`src/rtl/assert_macros.svh`:
```
// Assertion macros used by the top level to check its own logic.
`ifndef ASSERT_MACROS_SVH
`define ASSERT_MACROS_SVH

// The consequent must hold in the same cycle as the antecedent.
`define ASSERT_SAME_CYCLE(label, clk, rst, ante, cons) \
   label: assert property (@(posedge clk) disable iff (rst) (ante) |-> (cons)) \
      else $error("Same-cycle assertion failed.");

// The consequent must hold in the cycle after the antecedent.
`define ASSERT_NEXT_CYCLE(label, clk, rst, ante, cons) \
   label: assert property (@(posedge clk) disable iff (rst) (ante) |=> (cons)) \
      else $error("Next-cycle assertion failed.");

`endif

```
`src/rtl/rfns_pkg.sv`:
```
// Package with the constants and types of the four-neighbour raster sum.
package rfns_pkg;

   localparam int RFNS_VALUE_W       = 32;
   localparam int RFNS_SUM_W         = 34;
   localparam int RFNS_CFG_W         = 11;
   localparam int RFNS_MAX_COLUMNS   = 1024;
   localparam int RFNS_VALUE_BITS    = 32;
   localparam int RFNS_RESET_COLUMNS = 1024;

   typedef enum logic [1:0] {
      PHASE_FIRST,
      PHASE_SECOND,
      PHASE_LATER
   } rfns_phase_type;

   typedef struct packed {
      logic           last;
      logic           first_col;
      rfns_phase_type phase;
   } rfns_pos_type;

   typedef struct packed {
      logic           last;
      logic           first_col;
      logic           padding;
      logic           present;
      rfns_phase_type phase;
   } rfns_ctl_type;

endpackage

```
`src/rtl/rfns_scan.sv`:
```
// Column counter, row phase tracking and the column count register.
module rfns_scan #(
   parameter int MAX_COLUMNS = rfns_pkg::RFNS_MAX_COLUMNS
) (
   input  logic                              clock,
   input  logic                              reset,
   input  logic                              accept,
   input  logic                              frame_start,
   input  logic                              padding,
   input  logic                              csr_we,
   input  logic [rfns_pkg::RFNS_CFG_W-1:0]   csr_wdata,
   output logic [$clog2(MAX_COLUMNS)-1:0]    col,
   output rfns_pkg::rfns_pos_type            pos
);

   localparam int COL_BITS   = $clog2(MAX_COLUMNS);
   localparam int RESET_COLS = (rfns_pkg::RFNS_RESET_COLUMNS > MAX_COLUMNS) ?
                               MAX_COLUMNS : rfns_pkg::RFNS_RESET_COLUMNS;

   logic [COL_BITS-1:0]      last_idx_ff, last_idx_in;
   logic [COL_BITS-1:0]      count_ff, count_in;
   logic [COL_BITS-1:0]      base;
   rfns_pkg::rfns_phase_type phase_ff, phase_in, phase_cur;
   logic                     last;

   // The register holds the index of the last column, clamped to the store depth.
   always_comb begin
      if (csr_wdata == '0) begin
         last_idx_in = '0;
      end else if (32'(csr_wdata) > MAX_COLUMNS) begin
         last_idx_in = COL_BITS'(MAX_COLUMNS - 1);
      end else begin
         last_idx_in = COL_BITS'(csr_wdata - 1'b1);
      end
   end

   always_ff @(posedge clock) begin
      if (reset) begin
         last_idx_ff <= COL_BITS'(RESET_COLS - 1);
      end else if (csr_we) begin
         last_idx_ff <= last_idx_in;
      end
   end

   always_comb begin
      base      = frame_start ? '0 : count_ff;
      phase_cur = frame_start ? rfns_pkg::PHASE_FIRST : phase_ff;
      col       = (base > last_idx_ff) ? last_idx_ff : base;
      last      = (col == last_idx_ff);
      if (last) begin
         count_in = '0;
         if (padding) begin
            phase_in = rfns_pkg::PHASE_FIRST;
         end else begin
            case (phase_cur)
               rfns_pkg::PHASE_FIRST: phase_in = rfns_pkg::PHASE_SECOND;
               default:               phase_in = rfns_pkg::PHASE_LATER;
            endcase
         end
      end else begin
         count_in = COL_BITS'(col + 1'b1);
         phase_in = phase_cur;
      end
      pos.last      = last;
      pos.first_col = (col == '0);
      pos.phase     = phase_cur;
   end

   always_ff @(posedge clock) begin
      if (reset) begin
         count_ff <= '0;
         phase_ff <= rfns_pkg::PHASE_FIRST;
      end else if (accept) begin
         count_ff <= count_in;
         phase_ff <= phase_in;
      end
   end

endmodule

```
`config.mk`:
```
export PLATFORM = sky130hd
export DESIGN_NAME = rfns_scan
export DESIGN_NICKNAME = d
export VERILOG_FILES = /design/src/rtl/assert_macros.svh /design/src/rtl/rfns_pkg.sv /design/src/rtl/rfns_scan.sv
export SDC_FILE = /design/constraint.sdc
export NUM_CORES = 1
export LEC_CHECK = 0
export ABC_CLOCK_PERIOD_IN_PS = 4400
export BUFFER_PORTS_ARGS = -buffer_cell sky130_fd_sc_hd__buf_2
export CAP_MARGIN = 20
export CORE_MARGIN = 1.5
export CORE_UTILIZATION = 59
export CTS_BUF_LIST = sky130_fd_sc_hd__clkbuf_8
export CTS_CLUSTER_SIZE = 25
export DETAILED_ROUTE_END_ITERATION = 6
export PLACE_DENSITY = 0.85
export SYNTH_ARGS = -nofsm -noshare
export SYNTH_HDL_FRONTEND = slang
export SYNTH_SLANG_ARGS = --single-unit
```
`constraint.sdc`:
```
create_clock -name clock -period 4.4 [get_ports clock]
set_input_delay 0.88 -clock clock [delete_from_list [all_inputs] [get_ports clock]]
set_output_delay 0.88 -clock clock [all_outputs]
set_load 0.005 [all_outputs]
```
# [Word level (Yosys, flattened, before mapping)]
# Index checks and enable logic that the tools add are counted.
[word_totals] reg_bits=22 latchBits=0 ramBits=0 rom_bits=0 inputBits=17 out_inout_bits=14 elab_cells=20 memories=0
[classes] add_sub_neg=2 multipliers=0 div=0 order_cmp=2 n_eq_ne=1 n_shift=0 mux=9 bitwise_logic=0 n_reduce_logical=3
[op_table] cell="2-to-1 mux 10 bit" n=5
[op_table] cell="greater-than comparator 11 bit (second input constant)" n=1
[op_table] cell="logical NOT 11 bit" n=1
[op_table] cell="adder 10 x 1 -> 10 bit (second input constant)" n=1
[op_table] cell="== test 10 bit" n=1
[op_table] cell="greater-than comparator 10 bit" n=1
[op_table] cell="logical NOT 10 bit" n=1
[op_table] cell="subtractor 10 x 1 -> 10 bit (second input constant)" n=1
[op_table] cell="2-to-1 mux 2 bit" n=4
[op_table] cell="logical NOT 2 bit" n=1

# [Depth between registers and ports, before layout]
# Gate-level depths: netlist (run 1).
[depth] depth_word=5 ltp_mapped=20 mapped_depth_nobuf=17

# [Least setup slack after synthesis (run 1)]
# No wires, ideal clock.
[synth_path] path_kind="input -> output" from="input port frame_start" to="output port pos[2] (netlist bit)" arrival_time_ps=3355 required_ps=3520 setup_slack_ps=165 cell_stages=15 path_buffers=3 cell_sequence="buf_2 > clkbuf_1 > nand2b_1 > inv_1 > ha_1 > nand3_1 > nor2_1 > o211ai_1 > a21boi_4 > buf_6 > mux2i_1 > ha_1 > inv_1 > nor3_1 > and3_1"
[synth_lines] element="from (decl)" line="rfns_scan.sv:8" source="input logic frame_start,"
[synth_lines] element="to (decl)" line="rfns_scan.sv:13" source="output rfns_pkg::rfns_pos_type pos"

==> results.md, run 1 <==
* Final layout net count at 333
* Cell at the root of the clock tree: sky130_fd_sc_hd__clkbuf_8
* Mapped Area at 1970 um2
* Share of synthesized flip-flops with an asynchronous set or reset at 0%
* Layout filler cell count at 231
* Pwr/cell area at 207 nW/um2
* Iteration-0 DRC Markers at 266
* Top-level port count at 31
* Die outline width at 60.8 um
* Setup TNS at 0 ns
* Cells after Synth at 267
* Non-Filler Instances at 348
* Detailed Route WL at 5530 um
* CP endpoint kind: primary output
* Most common cell after layout, fill and taps aside: sky130_fd_sc_hd__nor2_1
* Highest-count cells in the layout ignoring fill and taps: sky130_fd_sc_hd__nor2_1 (33), sky130_fd_sc_hd__buf_2 (30), sky130_fd_sc_hd__a21oi_1 (22), sky130_fd_sc_hd__dfxtp_1 (22), sky130_fd_sc_hd__inv_1 (21)
* Combined global-route utilization of all metal layers at 29.6%
* Final cycle utilization of the critical path at 98.9%
* Flops & latches, synth at 22
* Share of synthesized area occupied by flip-flops and latches at 22.3%
* Met2 GRT Util at 49.5%
* Transition time at the pin with the least slew margin at 0.412 ns
* Count of antenna diodes in the layout at 0
* Clock sink count at 22
* H-tree lvl count at 1
* First-pass GRT wire length at 8200 um
* Detailed Place HPWL at 3800 um
* Core area at 3100 um2
* Overall power at 486 uW
* Count of hold buffers inserted by post-cts repair at 0
* RD Place Congestion at 0.985
* Antenna-violating nets left at 0
* Final Hold Viols at 0
* Number of library cell types mapped by synthesis at 52
* Avg Inst Size Synth at 7.38 um2
* Critical path launch point type: primary input
* Area growth, synth to finish at 19.2%
* Number of warnings printed during yosys synthesis at 0
* Die Span Y at 60.8 um
* Number of flops mapped to enable cells by yosys at 0
* # DRC at 0
* Worst setup path class: in -> out
* Highest attainable clock frequency at 230 MHz
* First drt pass iteration count at 5
* Number of setup violations in the final report at 0
* Largest fanout of any net on the critical path at 8
* Count of input and output buffers at 30
* Met3 capacity usage during global routing at 2.35%
* Post-layout worst setup margin at 0.0472 ns
* Clock tree from TritonCTS: done
* Top cells by area, synth: sky130_fd_sc_hd__dfxtp_1 (22%), sky130_fd_sc_hd__ha_1 (7.0%), sky130_fd_sc_hd__nor2_1 (6.5%)
* Run status: complete, no violations
* Proportion of netlist area held by the largest area contributor at 22.3%
* Minimum clock period after layout at 4.35 ns
* Pin count of the biggest net entering global routing at 25
* Placed Cells at 338
* Worst Hold Margin at 0.478 ns
* Maximum clock path buffer count at 2
* Fraction of final layout cells with drive strength greater than 1 at 21.4%
* Most used flip-flop cell after synthesis: sky130_fd_sc_hd__dfxtp_1
* Type of the worst min-delay path: reg -> reg
* Via count of the first global-routing pass at 1805
* Area of the multi-input gates at 1440 um2
* Number of maximum-capacitance constraint violations at 0
* Signal arrival time at the worst endpoint at 3.47 ns
* Minimum setup slack after placement at 0.0775 ns
* Clock slew seen by the registers of the worst setup and hold paths at 0.09 ns
* Mapped Nets at 295
* Clk Latency, worst-skew pair at 0.27 ns
* Routed len/inst at 15.9 um
* Vias after detailed routing at 2113
* Post-Route Skew at 0.00381 ns
* GRT Max-Usage Layer: met2
* Max VDD drop at 0.195 mV
* Combined flip-flop and latch cell area at 440 um2
* Die Footprint at 3700 um2
* Clock buffer count from CTS at 3
* Worst slew margin at 71.8%
* LEAKAGE at 0.00110 uW
* Antenna violations before repair at 0
* Starting Density at 63.5%
* Final-report max-slew violation count at 0
* Required arrival time at the worst endpoint at 3.52 ns
* Met1 Usage GRT at 39.6%
* Number of vias per cell at 6.07
* Leading area contributor after synthesis: sky130_fd_sc_hd__dfxtp_1
* Remaining global-route overflow at 0
* Num rows at 20
-- metal layers --
layer / vias up / wire length, um
met5: - / 0
met3: 13 / 424
met1: 977 / 2300
met2: 101 / 2690
met4: 0 / 111
li1: 1022 / -
-- path summary, 6_finish.rpt --
kind | slack (ns) | endpoint | cells after the start | from
worst min register to register | 0.48 | phase_ff[1] | 2 | phase_ff[1]
worst max register to register | 0.91 | count_ff[8] | 18 | count_ff[7]
worst min-delay path | 0.48 | phase_ff[1] | 2 | phase_ff[1]
worst max-delay path | 0.05 | pos[2] | 14 | frame_start
-- critical path, stage by stage --
cell	delay (ns)
sky130_fd_sc_hd__buf_2	0.13
sky130_fd_sc_hd__buf_4	0.18
sky130_fd_sc_hd__nor2b_1	0.08
sky130_fd_sc_hd__ha_1	0.29
sky130_fd_sc_hd__nand3_1	0.17
sky130_fd_sc_hd__nor2_2	0.20
sky130_fd_sc_hd__o211ai_1	0.18
sky130_fd_sc_hd__a21boi_4	0.33
sky130_fd_sc_hd__mux2i_2	0.30
sky130_fd_sc_hd__ha_1	0.18
sky130_fd_sc_hd__inv_1	0.05
sky130_fd_sc_hd__nor3_1	0.22
sky130_fd_sc_hd__and3_1	0.19
sky130_fd_sc_hd__buf_2	0.11
-- what timing repair did --
| action | CTS | global route |
|---|---|---|
| setup endpoints to repair | 0 | 1 |
| resized for setup | 0 | 10 |
| buffers inserted | 0 | 5 |
-- metrics by stage --
step	cell area (um2)	utilization (%)
final	2350	75.7
after floorplan	1970	-
after CTS	2260	72.7
after global placement	2180	70.4
after detailed placement	2180	70.4
after global routing	2350	75.7
-- cell usage after synthesis (all sizes together), types with 2 or more instances --
library cell and count:
nor2 35, a21oi 23, inv 23, dfxtp 22, nand3 14, o21ai 14, nor2b 12, ha 11
nand2b 11, nand2 10, xnor2 10, a31oi 8, clkbuf 7, buf 5, mux2 5, mux2i 5
and3 4, nor4bb 4, o221ai 4, o32ai 4, xor2 4, a211o 3, a21o 3, nor3 3
o31a 2, or4 2, or4b 2
-- report_power, final --
group / leakage (uW) / total (uW) / switching, uW / internal, uW
logic: 0.000886 / 74.6 / 42.6 / 32.0
clock network: 0.0000357 / 194 / 72.0 / 122
registers: 0.000180 / 217 / 11.4 / 206
-- sequential cells by signal, summed over array words and instances (netlist names) --
signal,count
phase_ff,2
last_idx_ff,10
count_ff,10
-- cells by family (layout without fill, tap and decap cells) --
group                    count (synthesis)  count (layout)  share of synthesized area [%]
buffers and inverters                   36              72                           7.56
AO/OA/AOI/OAI                           67              68                           22.1
multiplexers                            10              10                           5.40
adder cells (fa/ha/maj)                 11              11                           6.98
AND/OR/NAND/NOR                        107             107                           29.4
flip-flops                              22              22                           22.3
XOR/XNOR                                14              14                           6.22
-- final cells by class --
type | count | share of cell area [%]
clock buffer | 3 | 1.76
multi-input combinational | 210 | 61.2
sequential | 22 | 18.7
clock inverter | 1 | 1.28
tap | 44 | 2.34
inverter | 24 | 3.83
timing repair buffer | 44 | 10.9
(Power assumes the default switching activity.)
==> run 2, diff against run 1 <==
Settings changed: GPL_TIMING_DRIVEN set to 0.
==> run 2 against run 1 <==
- hold slack worse by 0.0051 ns
- non-clock buffer count increased by 9
- flip-flop and latch count stayed put
- first-iteration DRC count is 11% higher
- combinational power rose by 15%
- critical endpoint unchanged
==> results.md, run 2 (synthesized netlist as in run 1, its figures left out) <==
* Run status: complete, no violations (unchanged)
* Fraction of final layout cells with drive strength greater than 1 at 26.3% (was 21.4%)
* Detailed Place HPWL at 3820 um (was 3800 um)
* Clock slew seen by the registers of the worst setup and hold paths at 0.08 ns (was 0.09 ns)
* FF-to-FF Start: last_idx_ff[6] (was count_ff[7])
* Critical path launch point type: primary input (unchanged)
* First drt pass iteration count at 7 (was 5)
* Total placed instance area at 2170 um2 (was 2180 um2)
* Required arrival time at the worst endpoint at 3.52 ns (about the same)
* Chain of cells forming the critical path: buf_6 > buf_6 > buf_8 > nand2b_4 > inv_2 > ha_4 > nand3_4 > nor2_4 > o211ai_1 > a21boi_4 > buf_8 > buf_4 > mux2_2 > nor3_2 > and3_1 > buf_2 (was buf_2 > buf_4 > nor2b_1 > ha_1 > nand3_1 > nor2_2 > o211ai_1 > a21boi_4 > mux2i_2 > ha_1 > inv_1 > nor3_1 > and3_1 > buf_2)
* Transition time at the pin with the least slew margin at 0.567 ns (was 0.412 ns)
* Clock buffer count from CTS at 3 (unchanged)
* Num rows at 20 (unchanged)
* Post-layout worst setup margin at 0.0418 ns (was 0.0472 ns)
* Final cycle utilization of the critical path at 99.1% (was 98.9%)
* Die outline width at 60.8 um (unchanged)
* Worst slew margin at 62.2% (was 71.8%)
* Clock tree from TritonCTS: done (unchanged)
* Minimum setup slack after placement at -0.671 ns (was 0.0775 ns)
* Pwr/cell area at 181 nW/um2 (was 207 nW/um2)
* Highest-count cells in the layout ignoring fill and taps: sky130_fd_sc_hd__nor2_1 (33), sky130_fd_sc_hd__buf_2 (29), sky130_fd_sc_hd__dfxtp_1 (22) (was sky130_fd_sc_hd__nor2_1 (33), sky130_fd_sc_hd__buf_2 (30), sky130_fd_sc_hd__a21oi_1 (22), sky130_fd_sc_hd__dfxtp_1 (22), sky130_fd_sc_hd__inv_1 (21))
* Antenna-violating nets left at 0 (unchanged)
* Non-Filler Cell Area, Final at 2500 um2 (was 2350 um2)
* Count of antenna diodes in the layout at 0 (unchanged)
* Iteration-0 DRC Markers at 296 (was 266)
* Most common cell after layout, fill and taps aside: sky130_fd_sc_hd__nor2_1 (unchanged)
* Hold Path Stages at 2 (unchanged)
* Type of the worst min-delay path: reg -> reg (unchanged)
* Area growth, synth to finish at 27.0% (was 19.2%)
* Worst reg2reg path endpoint: count_ff[8] (unchanged)
* Highest attainable clock frequency at 229 MHz (was 230 MHz)
* Final Hold Viols at 0 (unchanged)
* Pin count of the biggest net entering global routing at 13 (was 25)
* Overall power at 452 uW (was 486 uW)
* Layout filler cell count at 217 (was 231)
* Detailed Route WL at 6260 um (was 5530 um)
* Crit-path max cell delay at 0.35 ns (was 0.33 ns)
* CP Capture Point: pos[2] (unchanged)
* Number of vias per cell at 6.43 (was 6.07)
* Startpoint of the most critical setup path: frame_start (unchanged)
* Vias after detailed routing at 2288 (was 2113)
* Combined global-route utilization of all metal layers at 31.3% (was 29.6%)
* Reg-to-reg slack, setup at 0.96 ns (was 0.91 ns)
* Via count of the first global-routing pass at 1966 (was 1805)
* Setup TNS at 0 ns (unchanged)
* Minimum clock period after layout at 4.36 ns (was 4.35 ns)
* Antenna violations before repair at 0 (unchanged)
* LEAKAGE at 0.00110 uW (about the same)
* CP endpoint kind: primary output (unchanged)
* # DRC at 0 (unchanged)
* Count of input and output buffers at 29 (was 30)
* Clock sink count at 22 (unchanged)
* Core area at 3100 um2 (unchanged)
* RD Place Congestion at 1.01 (was 0.985)
* Largest fanout of any net on the critical path at 8 (unchanged)
* Leading registers by flop count: count_ff x10, last_idx_ff x10, phase_ff x2 (unchanged)
* Worst setup path class: in -> out (unchanged)
* Top-level port count at 31 (unchanged)
* Final-report max-slew violation count at 0 (unchanged)
* Final layout net count at 341 (was 333)
* Remaining global-route overflow at 0 (unchanged)
* Clk Latency, worst-skew pair at 0.26 ns (was 0.27 ns)
* Number of setup violations in the final report at 0 (unchanged)
* Die Span Y at 60.8 um (unchanged)
* Maximum clock path buffer count at 2 (unchanged)
* Post-Route Skew at 0.00262 ns (was 0.00381 ns)
* Number of maximum-capacitance constraint violations at 0 (unchanged)
* Starting Density at 63.5% (unchanged)
* Max VDD drop at 0.177 mV (was 0.195 mV)
* Signal arrival time at the worst endpoint at 3.48 ns (was 3.47 ns)
* H-tree lvl count at 1 (unchanged)
* Cell at the root of the clock tree: sky130_fd_sc_hd__clkbuf_8 (unchanged)
* First-pass GRT wire length at 8760 um (was 8200 um)
* Master of the slowest instance on the critical path: sky130_fd_sc_hd__mux2_2 (was sky130_fd_sc_hd__a21boi_4)
* Die Footprint at 3700 um2 (unchanged)
* Routed len/inst at 17.6 um (was 15.9 um)
* Worst reg-to-reg path cell count at 17 (was 18)
## run 2: cell type report
type | count | area (um2) | area share (%)
Sequential cell | 22 | 440 | 17.6
Tap cell | 44 | 55.1 | 2.20
Buffer | 12 | 80.1 | 3.20
Timing Repair Buffer | 41 | 241 | 9.65
Clock buffer | 4 | 55.1 | 2.20
Multi-Input combinational cell | 209 | 1540 | 61.6
Inverter | 24 | 90.1 | 3.60
## run 2: worst min-delay path by stage
| stage | startpoint | endpoint | slack [ns] |
|---|---|---|---|
| 4_1_cts | phase_ff[1] | phase_ff[1] | 0.48 |
| 5_1_grt | phase_ff[1] | phase_ff[1] | 0.52 |
| 2_1_floorplan | phase_ff[1] | phase_ff[1] | 0.44 |
| 3_3_place_gp | phase_ff[1] | phase_ff[1] | 0.46 |
| 3_5_place_dp | phase_ff[1] | phase_ff[1] | 0.47 |
| 6_report | phase_ff[1] | phase_ff[1] | 0.47 |
## run 2: per-stage QoR
| stage | hold WS (ns) | utilization (%) | instances |
|---|---|---|---|
| after CTS | 0.479 | 75.7 | 351 |
| after global routing | 0.516 | 80.7 | 356 |
| after global placement | 0.463 | 70.0 | 340 |
| after floorplan | 0.444 | - | 267 |
| after detailed placement | 0.467 | 70.0 | 340 |
| final | 0.473 | 80.7 | 356 |
## run 2: repair_timing
item | CTS | global route
setup endpoints to repair | 12 | 1
gates resized for setup | 17 | 25
setup buffers | 7 | 5
pin swaps | 2 | 9
hold buffers | 0 | 0
## run 2: routing by layer
| metal | wire [um] | track usage [%] |
|---|---|---|
| met5 | 0 | 0 |
| met4 | 267 | 13.0 |
| met3 | 595 | 5.12 |
| met2 | 2910 | 53.5 |
| met1 | 2480 | 39.0 |
## run 2: worst max-delay path: cells and delay by family
kind	cells	cell delay, ns
and+or+nand+nor	5	0.71
adders and majority gates	1	0.28
AOI/OAI and AO/OA	2	0.41
buffers and inverters	7	0.84
muxes	1	0.35
## run 2: where the power goes
group / internal (uW) / total, uW / switching (uW)
combinational: 36.7 / 85.8 / 49.0
clock: 79.9 / 148 / 67.9
sequential: 206 / 218 / 12.7
total: 322 / 452 / 130
