## src/rtl/assert_macros.svh

```systemverilog
// Assertion macros used by the top level to check its own logic.
`ifndef ASSERT_MACROS_SVH
`define ASSERT_MACROS_SVH

// The consequent must hold in the same cycle as the antecedent.
`define ASSERT_SAME_CYCLE(label, clk, rst, ante, cons) \
   label: assert property (@(posedge clk) disable iff (rst) (ante) |-> (cons)) \
      else $error("Same-cycle assertion failed.");

// The consequent must hold in the cycle after the antecedent.
`define ASSERT_NEXT_CYCLE(label, clk, rst, ante, cons) \
   label: assert property (@(posedge clk) disable iff (rst) (ante) |=> (cons)) \
      else $error("Next-cycle assertion failed.");

`endif

```

## src/rtl/rfns_pkg.sv

```systemverilog
// Package with the constants and types of the four-neighbour raster sum.
package rfns_pkg;

   localparam int RFNS_VALUE_W       = 32;
   localparam int RFNS_SUM_W         = 34;
   localparam int RFNS_CFG_W         = 11;
   localparam int RFNS_MAX_COLUMNS   = 1024;
   localparam int RFNS_VALUE_BITS    = 32;
   localparam int RFNS_RESET_COLUMNS = 1024;

   typedef enum logic [1:0] {
      PHASE_FIRST,
      PHASE_SECOND,
      PHASE_LATER
   } rfns_phase_type;

   typedef struct packed {
      logic           last;
      logic           first_col;
      rfns_phase_type phase;
   } rfns_pos_type;

   typedef struct packed {
      logic           last;
      logic           first_col;
      logic           padding;
      logic           present;
      rfns_phase_type phase;
   } rfns_ctl_type;

endpackage

```

## src/rtl/rfns_rsp_if.sv

```systemverilog
// Interface of the neighbour sum result channel.
interface rfns_rsp_if;
   logic                                 valid;
   logic                                 ready;
   logic signed [rfns_pkg::RFNS_SUM_W-1:0] neighbour_sum;
   logic                                 sum_present;
   logic                                 frame_end;

   modport source (
      output valid, neighbour_sum, sum_present, frame_end,
      input  ready
   );

   modport sink (
      input  valid, neighbour_sum, sum_present, frame_end,
      output ready
   );
endinterface

```

## src/rtl/rfns_window.sv

```systemverilog
// Neighbour window over the previous row, the sum and the result register.
module rfns_window #(
   parameter int VALUE_BITS = rfns_pkg::RFNS_VALUE_BITS
) (
   input  logic                   clock,
   input  logic                   reset,
   input  logic                   s1_valid,
   input  rfns_pkg::rfns_ctl_type ctl,
   input  logic [VALUE_BITS-1:0]  value,
   input  logic [VALUE_BITS:0]    centre_q,
   input  logic [VALUE_BITS:0]    centre0,
   input  logic [VALUE_BITS:0]    above_q,
   output logic                   advance,
   output logic [VALUE_BITS:0]    above_wdata,
   rfns_rsp_if.source             rsp
);

   localparam int SUM_W    = rfns_pkg::RFNS_SUM_W;
   localparam int CELL_W   = VALUE_BITS + 1;
   localparam int EXT_BITS = (VALUE_BITS > SUM_W) ? VALUE_BITS : SUM_W;

   logic [CELL_W-1:0] win_ff [3];
   logic [CELL_W-1:0] win_in [3];
   logic [CELL_W-1:0] own;
   logic [SUM_W-1:0]  sum;
   logic              any;
   logic              use_above;
   logic              produce;
   logic              rsp_valid_ff;
   logic [SUM_W-1:0]  sum_ff;
   logic              present_ff;
   logic              end_ff;

   function automatic logic [SUM_W-1:0] term(input logic [CELL_W-1:0] entry,
                                             input logic en);
      logic [EXT_BITS-1:0] wide;
      wide = EXT_BITS'(signed'(entry[VALUE_BITS-1:0]));
      return (en && entry[VALUE_BITS]) ? wide[SUM_W-1:0] : '0;
   endfunction

   // At the first column the window is reloaded; otherwise it slides by one.
   always_comb begin
      win_in[0]   = ctl.first_col ? '0 : win_ff[1];
      win_in[1]   = ctl.first_col ? centre0 : win_ff[2];
      win_in[2]   = ctl.last ? '0 : centre_q;
      above_wdata = win_in[1];
      own         = {ctl.present, value};
      use_above   = (ctl.phase == rfns_pkg::PHASE_LATER);
      produce     = (ctl.phase != rfns_pkg::PHASE_FIRST);
      sum         = term(above_q, use_above) + term(win_in[0], 1'b1) +
                    term(win_in[2], 1'b1) + term(own, 1'b1);
      any         = (use_above && above_q[VALUE_BITS]) || win_in[0][VALUE_BITS] ||
                    win_in[2][VALUE_BITS] || ctl.present;
      advance     = s1_valid && (!produce || !rsp_valid_ff || rsp.ready);
   end

   always_ff @(posedge clock) begin
      if (reset) begin
         win_ff[0] <= '0;
         win_ff[1] <= '0;
         win_ff[2] <= '0;
      end else if (advance) begin
         win_ff[0] <= win_in[0];
         win_ff[1] <= win_in[1];
         win_ff[2] <= win_in[2];
      end
   end

   always_ff @(posedge clock) begin
      if (reset) begin
         rsp_valid_ff <= 1'b0;
      end else if (advance && produce) begin
         rsp_valid_ff <= 1'b1;
      end else if (rsp.ready) begin
         rsp_valid_ff <= 1'b0;
      end
   end

   always_ff @(posedge clock) begin
      if (advance && produce) begin
         sum_ff     <= sum;
         present_ff <= any;
         end_ff     <= ctl.padding && ctl.last;
      end
   end

   assign rsp.valid         = rsp_valid_ff;
   assign rsp.neighbour_sum = $signed(sum_ff);
   assign rsp.sum_present   = present_ff;
   assign rsp.frame_end     = end_ff;

endmodule

```

## src/flat_wrapper.sv

```systemverilog
// flat-port wrapper written by rule: the top's interface ports become plain ports
module rfns_window_flat 
#(
   parameter int VALUE_BITS = rfns_pkg::RFNS_VALUE_BITS
)
  (clock, reset, s1_valid, ctl, value, centre_q, centre0, above_q, advance, above_wdata, rsp_valid, rsp_neighbour_sum, rsp_sum_present, rsp_frame_end, rsp_ready);
  rfns_rsp_if rsp_i ();
  input  logic clock;
  input  logic reset;
  input  logic s1_valid;
  input  rfns_pkg::rfns_ctl_type ctl;
  input  logic [VALUE_BITS-1:0] value;
  input  logic [VALUE_BITS:0] centre_q;
  input  logic [VALUE_BITS:0] centre0;
  input  logic [VALUE_BITS:0] above_q;
  output logic advance;
  output logic [VALUE_BITS:0] above_wdata;
  output wire logic [$bits(rsp_i.valid)-1:0] rsp_valid;
  output wire logic [$bits(rsp_i.neighbour_sum)-1:0] rsp_neighbour_sum;
  output wire logic [$bits(rsp_i.sum_present)-1:0] rsp_sum_present;
  output wire logic [$bits(rsp_i.frame_end)-1:0] rsp_frame_end;
  input wire logic [$bits(rsp_i.ready)-1:0] rsp_ready;
  assign rsp_valid = rsp_i.valid;
  assign rsp_neighbour_sum = rsp_i.neighbour_sum;
  assign rsp_sum_present = rsp_i.sum_present;
  assign rsp_frame_end = rsp_i.frame_end;
  assign rsp_i.ready = rsp_ready;
  rfns_window #(.VALUE_BITS(VALUE_BITS)) u_core (.clock(clock), .reset(reset), .s1_valid(s1_valid), .ctl(ctl), .value(value), .centre_q(centre_q), .centre0(centre0), .above_q(above_q), .advance(advance), .above_wdata(above_wdata), .rsp(rsp_i));
endmodule
```

## config.mk

```make
export PLATFORM = sky130hd
export DESIGN_NAME = rfns_window_flat
export DESIGN_NICKNAME = d
export VERILOG_FILES = /design/src/rtl/assert_macros.svh /design/src/rtl/rfns_pkg.sv /design/src/rtl/rfns_rsp_if.sv /design/src/rtl/rfns_window.sv /design/src/flat_wrapper.sv
export SDC_FILE = /design/constraint.sdc
export NUM_CORES = 1
export LEC_CHECK = 0
export BUFFER_PORTS_ARGS = -buffer_cell sky130_fd_sc_hd__buf_2
export CAP_MARGIN = 10
export CELL_PAD_IN_SITES_DETAIL_PLACEMENT = 2
export CELL_PAD_IN_SITES_GLOBAL_PLACEMENT = 2
export CORE_MARGIN = 1
export CORE_UTILIZATION = 31
export CTS_BUF_LIST = sky130_fd_sc_hd__clkbuf_2 sky130_fd_sc_hd__clkbuf_4 sky130_fd_sc_hd__clkbuf_8
export DETAILED_ROUTE_END_ITERATION = 6
export PLACE_DENSITY = 0.78
export SETUP_SLACK_MARGIN = 0.1
export SLEW_MARGIN = 40
export SYNTH_ARGS = -nofsm -noshare
export SYNTH_HDL_FRONTEND = slang
export SYNTH_SLANG_ARGS = --single-unit
```

## constraint.sdc

```tcl
create_clock -name clock -period 12.9 [get_ports clock]
set_input_delay 1.29 -clock clock [delete_from_list [all_inputs] [get_ports clock]]
set_output_delay 1.29 -clock clock [all_outputs]
set_load 0.01 [all_outputs]
```

After elaboration in Yosys (flattened, before gate mapping)
Memory sizes are Yosys's and may differ from the RTL's.
Index checks and enable logic that the tools add are counted.
Word-level totals
  input port bits: 141
  bits in writable memories: 99
  word-level logic and storage cells: 42
  output and inout bits: 71
  memories: 1
  bits in registers: 37
Cells by class
  equal/unequal tests: 1
  $add $sub $neg: 3
  mux-type cells: 17
  reductions and logical operators: 13
  bitwise logic cells: 3
Memory list
  u_core.win_ff: depth 3, bits a word 33, rd ports 2, clocked after Yosys merged registers in 0, wr ports 3, RTL line rfns_window.sv:22  | logic [CELL_W-1:0] win_ff [3];
Operator list (number)
  $mux 33: 6
  $mux 34: 4
  $add 34x34->34: 3
  $mux 1: 7
  $logic_or 1x1->1: 5
  $logic_and 1x1->1: 4
  $reduce_bool 2->1: 2
  $or 1x1->1: 3
  $eq 2x2->1 const B: 1
  $logic_not 1->1: 2

Depth between registers and ports, before layout
Gate-level depths: netlist of the first run.
  word-level depth: 9
  depth in mapped cells: 16
  mapped depth without buffers: 13

Worst setup path after synthesis of the first run
OpenSTA, ideal clock, no wires.
  path type: input to register
  start: in ctl[4] (netlist name)
  end: reg u_core.sum_ff[33] (netlist: u_core.rsp.neighbour_sum[33]) (data pin)
  arrival: 4.762 ns
  library setup time: 0.259 ns
  path slack: 7.879 ns
  path buffers: 2
  data required time: 12.641 ns
  cell stages on the path: 15
  cells stage by stage: clkbuf_1 nor2b_1 clkbuf_1 nand2_1 fa_1 inv_1 fa_1 ha_1 fa_1 a21o_1 a221o_2 o2111ai_2 a21oi_1 mux2i_1 a211o_1
Between the ends
  longest elaborated chain between the ends: 5
RTL lines
  from (decl): RTL line flat_wrapper.sv:11  | input rfns_pkg::rfns_ctl_type ctl;
  $mux 33: RTL line rfns_window.sv:43  | win_in[0] = ctl.first_col ? '0 : win_ff[1];
  $mux 34: RTL line rfns_window.sv:38  | return (en && entry[VALUE_BITS]) ? wide[SUM_W-1:0] : '0;
  $add 34x34->34 (2 in a row): RTL line rfns_window.sv:50  | sum = term(above_q, use_above) + term(win_in[0], 1'b1) +
  $add 34x34->34: RTL line rfns_window.sv:51  | term(win_in[2], 1'b1) + term(own, 1'b1);
  net u_core.sum[33]: RTL line rfns_window.sv:25  | logic [SUM_W-1:0] sum;
  to (signal assigned): RTL line rfns_window.sv:81  | sum_ff <= sum;
  to (decl): RTL line rfns_window.sv:30  | logic [SUM_W-1:0] sum_ff;
The timed path passes the listed nets, and every way through them passes these cells.
A chain may end at the register's enable or synchronous reset.

Worst setup path after layout of the first run
Same ends and word-level chain as after synthesis.

==> out/results.txt, run 1 <==
Mapped Nets: 1075
Post-Layout Cell Count: 1348
Die height: 168.0 um
CTS Buf Count: 9
Register area share after synthesis: 36.08%
Hold Path Cell Cnt: 2
Crit Path Max Fanout: 34
DRT iter0 DRCs: 265
Clk sinks: 103
Hold path endpoint: u_core.rsp.valid$_SDFFE_PP0P_
Initial Util: 31.62%
RD Place Congestion: 0.8814
Synth warn: 0
Post-synthesis cell type count: 51
Number of global-route vias before repair: 7096
Routed vias: 6346
Sequential Area: 0.003083 mm2
DR pass1 iterations: 4
Most frequent cells in the layout: buf_2 (210), and2_1 (134), inv_1 (105)
DR WL/cell: 19.43 um
Syn_area_per_cell: 10.22 um2
Slew margin rel.: 49.89%
Reg2Reg Depth: 12
Clk Latency, worst-skew pair: 410 ps
Largest net degree at the start of global routing: 42
Antenna-violating nets left: 0
Post-synth EDFFs: 102
Hold_buf cts: 0
Worst VDD drop: 0.00005641 V
Area Overhead vs Synth: 16.59%
Synth Cell Area: 0.008546 mm2
Fillers: 3027
Clock transition at path regs: 130 ps
Maximum clock frequency: 0.1911 GHz
Setup_tns: 0 ps
Fin Hold WS: 515.4 ps
Clock root buffer: clkbuf_8
Ports: 212
Min-delay src: u_core.rsp.valid$_SDFFE_PP0P_
PwrDens: 89.65 mW/mm2
Row count: 60
Post-CTS Resized: 0
Ys flop type: edfxtp_1
Final net count: 1236
R2r setup slk: 8500 ps
Outcome: complete, no violations
Shortest period the worst path allows: 5234 ps
Max Cap Viol: 0
R2R Path End: u_core.rsp.neighbour_sum[33]$_DFFE_PP_
IO Port Bufs: 211
First-pass GRT wire length: 41.05 mm
RSZ-0062 raised after global routing: no
Critical path data arrival time: 5410 ps
Layout Utilization: 36.87%
R2r startpoint: u_core.win_ff[1][32]$_SDFFCE_PN0P_
Core box area: 0.02703 mm2
Maximum clock path buffer count: 2
CTS tree: built
Remaining DRCs: 0
Layout cell share with drive strength beyond 1: 27.84%
Period utilisation layout: 40.57%
Worst Setup Start Kind: input port
#FFs+latches synth: 103
Critical path capture point type: flip-flop
Setup Slack @ Placement: 7022 ps
Transition time of the tightest slew-check pin: 751.6 ps
Final setup vio count: 0
Area occupied by multi-input gates: 0.004721 mm2
Initial antenna violation count: 8
Via density: 4.708
Kind of critical path: input port to flip-flop
Clk_skew: 19.52 ps
Async SR Flop Fraction: 0%
Total track usage: 19.15%
Max-slew violations: 0
Static Leak: 0.004631 uW
CTS H-Tree Depth: 3
CP Data Required Time: 13080 ps
GRT overflow: 0
Die area: 0.02823 mm2
Placed cell count: 1327
Fin. Hold Viols: 0
Die Width: 168.0 um
Synth Instances: 836
Post-CTS Setup Bufs: 0
Most common cell after layout, fill and taps aside: buf_2
Hold Path Class: flip-flop to flip-flop
Final WS setup: 7666 ps
Post-DP HPWL: 21.81 mm
DRT Wirelength: 26.19 mm
Setup crit start: ctl[4]
-- cell usage after synthesis, types with 2 or more instances --
| library cell | instances | area [um2] |
|---|---|---|
| a211oi_1 | 2 | 15.01 |
| a21o_1 | 9 | 67.56 |
| a21oi_1 | 38 | 190.2 |
| a221oi_1 | 4 | 35.03 |
| a31oi_1 | 8 | 50.05 |
| and2_1 | 134 | 838.3 |
| and3_1 | 4 | 25.02 |
| buf_2 | 4 | 20.02 |
| buf_4 | 34 | 255.2 |
| clkbuf_1 | 26 | 97.59 |
| clkbuf_2 | 2 | 10.01 |
| edfxtp_1 | 102 | 3063 |
| fa_1 | 65 | 1301 |
| ha_1 | 33 | 412.9 |
| inv_1 | 105 | 394.1 |
| mux2_2 | 33 | 371.6 |
| mux2i_1 | 2 | 20.02 |
| nand2_1 | 59 | 221.5 |
| nand2b_1 | 6 | 37.54 |
| nand3_1 | 3 | 15.01 |
| nand4_1 | 7 | 43.79 |
| nor2_1 | 19 | 71.32 |
| nor2b_1 | 38 | 237.7 |
| nor3_1 | 9 | 45.04 |
| nor4_1 | 2 | 12.51 |
| o211ai_1 | 8 | 60.06 |
| o21a_1 | 4 | 30.03 |
| o21ai_0 | 21 | 105.1 |
| o21ai_1 | 2 | 10.01 |
| o21bai_1 | 3 | 22.52 |
| or2_2 | 2 | 12.51 |
| or3_1 | 2 | 12.51 |
| or4_1 | 2 | 15.01 |
| xnor2_1 | 18 | 157.7 |
| xor2_1 | 10 | 87.58 |
-- worst max-delay path, cell delays in order --
cell,delay (ps)
buf_4,260
nor2b_4,530
and2_1,230
fa_1,440
fa_1,500
ha_1,280
fa_1,430
a21o_1,230
a221o_2,380
o2111ai_2,240
a21oi_1,150
mux2i_1,150
a211o_1,270
-- cell type report --
type	count	area share [%]
Antenna cell	5	0.1256
Clock buffer	9	1.243
Clock inverter	7	0.6656
Inverter	105	3.956
Multi-Input combinational cell	562	47.38
Sequential cell	103	30.94
Tap cell	341	4.282
Timing Repair Buffer	216	11.40
-- per-layer routing --
metal  global-route usage (%)  routed length, um  vias up
li1                         -                  -     3056
met1                    25.39              12060     3127
met2                    31.90              12550      133
met3                    3.902               1106       26
met4                    4.707                448        4
met5                        0                 23        -
-- state kept, by name, summed over array words and instances, names as in the netlist --
signal	flops
u_core.rsp.sum_present	1
u_core.rsp.valid	1
u_core.rsp.neighbour_sum	34
u_core.win_ff	66
u_core.rsp.frame_end	1
-- power breakdown --
part / switching, uW / internal, uW / total [uW]
sequential: 7.86 / 405 / 413
clock: 142 / 74.6 / 216
combinational: 156 / 108 / 264
total: 306 / 588 / 893
-- kinds of logic (layout without fill, tap and decap cells) --
group	after synthesis	after routing	share of synthesized area, %
AOI/OAI and AO/OA	111	111	8.419
muxes	35	35	4.583
other	0	5	0
adders and majority gates	98	98	20.06
DFF	103	103	36.08
xor gates and xnor gates	28	28	2.870
and+or+nand+nor	290	290	18.90
buffers and inverters	171	337	9.092
-- worst max path at each step --
| stage | slack, ps | to | depth (start not counted) |
|---|---|---|---|
| after floorplan | 7880 | u_core.rsp.neighbour_sum[33]$_DFFE_PP_ | 15 |
| after global placement | 6770 | u_core.rsp.neighbour_sum[33]$_DFFE_PP_ | 13 |
| after detailed placement | 7020 | u_core.rsp.neighbour_sum[33]$_DFFE_PP_ | 13 |
| after CTS | 7450 | u_core.rsp.neighbour_sum[33]$_DFFE_PP_ | 13 |
| after global routing | 7380 | u_core.rsp.neighbour_sum[13]$_DFFE_PP_ | 13 |
| final | 7670 | u_core.rsp.neighbour_sum[33]$_DFFE_PP_ | 13 |
-- per-stage QoR --
stage	total power, uW	instance area, um2
2_1_floorplan	593.0	8546
3_3_place_gp	673.9	9686
3_5_place_dp	688.3	9758
4_1_cts	907.5	9948
5_1_grt	947.6	9951
6_report	893.2	9963
Note: power is estimated with default switching activity, not from simulation.
==> inputs of run 2 (changes only) <==
- clock period: 12.9 -> 5.4 ns (I/O delays scaled with it)
==> out/results.txt, run 2 (same netlist as run 1, synthesis figures left out) <==
Final net count: 1238 (was 1236)
DR pass1 iterations: 6 (was 4)
Sw Pwr: 725.1 uW (was 305.6 uW)
Fillers: 3019 (was 3027)
Ports: 212 (unchanged)
Total track usage: 18.87% (was 19.15%)
Most common cell after layout, fill and taps aside: buf_2 (unchanged)
PwrDens: 213.5 mW/mm2 (was 89.65 mW/mm2)
CP Data Required Time: 5540 ps (was 13080 ps)
Hold Path Class: input port to flip-flop (was flip-flop to flip-flop)
Core box area: 0.02703 mm2 (unchanged)
Maximum clock path buffer count: 2 (unchanged)
Setup_tns: 0 ps (unchanged)
Max reg flops: 66 (unchanged)
Antenna-violating nets left: 0 (unchanged)
Remaining DRCs: 0 (unchanged)
Fin. Hold Viols: 0 (unchanged)
Die Width: 168.0 um (unchanged)
Routed vias: 6404 (was 6346)
Max-slew violations: 0 (unchanged)
Initial antenna violation count: 10 (was 8)
Area occupied by multi-input gates: 0.004716 mm2 (was 0.004721 mm2)
Largest net degree at the start of global routing: 40 (was 42)
Maximum clock frequency: 0.2321 GHz
Worst VDD drop: 0.00009821 V (was 0.00005641 V)
Period utilisation layout: 79.79%
Critical path capture point type: flip-flop (unchanged)
Clock root buffer: clkbuf_8 (unchanged)
Post-CTS Setup Bufs: 0 (unchanged)
Worst Setup Start Kind: flip-flop (was input port)
Via density: 4.740 (was 4.708)
Number of global-route vias before repair: 7087 (was 7096)
Clock Power Share: 24.4% (was 24.2%)
DRT iter0 DRCs: 215 (was 265)
Kind of critical path: flip-flop to flip-flop (was input port to flip-flop)
Sw frac: 34.00% (was 34.22%)
Row count: 60 (unchanged)
Clock transition at path regs: 130 ps (about the same)
Critical path data arrival time: 4450 ps (was 5410 ps)
Transition time of the tightest slew-check pin: 771.8 ps (was 751.6 ps)
Layout cell share with drive strength beyond 1: 28.09% (was 27.84%)
First-pass GRT wire length: 40.60 mm (was 41.05 mm)
GRT overflow: 0 (unchanged)
Reg with most FFs: u_core.win_ff (unchanged)
Die height: 168.0 um (unchanged)
Max Cap Viol: 0 (unchanged)
Share of total power in sequential cells: 46.1% (was 46.2%)
Final setup vio count: 0 (unchanged)
CTS tree: built (unchanged)
Slew margin rel.: 48.55% (was 49.89%)
Cell internal pwr: 1407 uW (was 587.5 uW)
DR WL/cell: 19.29 um (was 19.43 um)
Area Overhead vs Synth: 16.87% (was 16.59%)
Post-CTS Resized: 0 (unchanged)
Clk Latency, worst-skew pair: 400 ps (was 410 ps)
Outcome: complete, no violations (unchanged)
Most frequent cells in the layout: buf_2 (211), and2_1 (134), inv_1 (105) (was buf_2 (210), and2_1 (134), inv_1 (105))
Crit Path Max Fanout: 31 (was 34)
Sequential Area: 0.003083 mm2 (unchanged)
DRT Wirelength: 26.06 mm (was 26.19 mm)
RD Place Congestion: 0.8625 (was 0.8814)
IO Port Bufs: 211 (unchanged)
Die area: 0.02823 mm2 (unchanged)
Clk_skew: 24.08 ps (was 19.52 ps)
Initial Util: 31.62% (unchanged)
Hold_buf cts: 0 (unchanged)
Shortest period the worst path allows: 4308 ps
Post-DP HPWL: 21.73 mm (was 21.81 mm)
Clk sinks: 103 (unchanged)
CTS Buf Count: 9 (unchanged)
CTS H-Tree Depth: 3 (unchanged)
Layout Utilization: 36.95% (was 36.87%)
RSZ-0062 raised after global routing: no (unchanged)
Combinational power share: 29.5% (was 29.6%)
Static Leak: 0.004645 uW (was 0.004631 uW)
run 2: metal layers:
| metal | wire length, um | part of all wire [%] | vias up | global-route usage, % |
|---|---|---|---|---|
| li1 | - | - | 3056 | - |
| met4 | 554 | 2.1 | 8 | 6.223 |
| met5 | 53 | 0.20 | - | 0 |
| met3 | 1029 | 3.9 | 35 | 3.268 |
| met1 | 12170 | 47 | 3169 | 25.18 |
| met2 | 12260 | 47 | 136 | 30.98 |
run 2: final timing paths:
kind	from	endpoint	slack, ps	cells past startpoint
setup / recovery	u_core.win_ff[1][32]$_SDFFCE_PN0P_	u_core.rsp.neighbour_sum[33]$_DFFE_PP_	1090	14
hold / removal	reset	u_core.rsp.valid$_SDFFE_PP0P_	310	2
setup reg to reg	u_core.win_ff[1][32]$_SDFFCE_PN0P_	u_core.rsp.neighbour_sum[33]$_DFFE_PP_	1090	14
hold reg to reg	u_core.rsp.valid$_SDFFE_PP0P_	u_core.rsp.valid$_SDFFE_PP0P_	510	2
run 2: critical path, cell delays in order, from the launching register on:
cell and delay (ps):
edfxtp_1 400, nor2b_2 180, buf_4 220, and2_1 210, fa_1 490, inv_1 80, fa_1 540, inv_1 70
fa_1 460, a21o_1 230, a221o_2 370, o2111ai_2 250, a21oi_1 140, mux2i_1 140, a211o_1 270
run 2: stage by stage:
stage	power, uW	setup slack, ps	area, um2	instances	hold slack (ps)
floorplan	1417	1129	8546	836	508.9
global placement	1611	775.9	9701	1326	479.9
detailed placement	1639	738.7	9768	1329	494.7
CTS	2171	1041	9972	1345	283.8
global route	2260	837.1	9977	1347	291.5
finish	2133	1092	9987	1351	311.4
run 2: layout make-up:
class                      instances  share of cell area, %
clock buffer                       9                  1.240
clock inverter                     7                 0.8018
inverter                         105                  3.946
multi-input combinational        562                  47.22
timing repair buffer             218                  11.50
sequential                       103                  30.87
antenna                            6                 0.1503
tap                              341                  4.272
run 2: power by group through the flow:
stage | combinational (uW) | sequential [uW] | clock [uW]
floorplan | 398 | 1020 | 0
global placement | 608 | 1000 | 0
detailed placement | 635 | 1000 | 0
CTS | 639 | 985 | 546
global route | 700 | 991 | 569
finish | 628 | 984 | 520
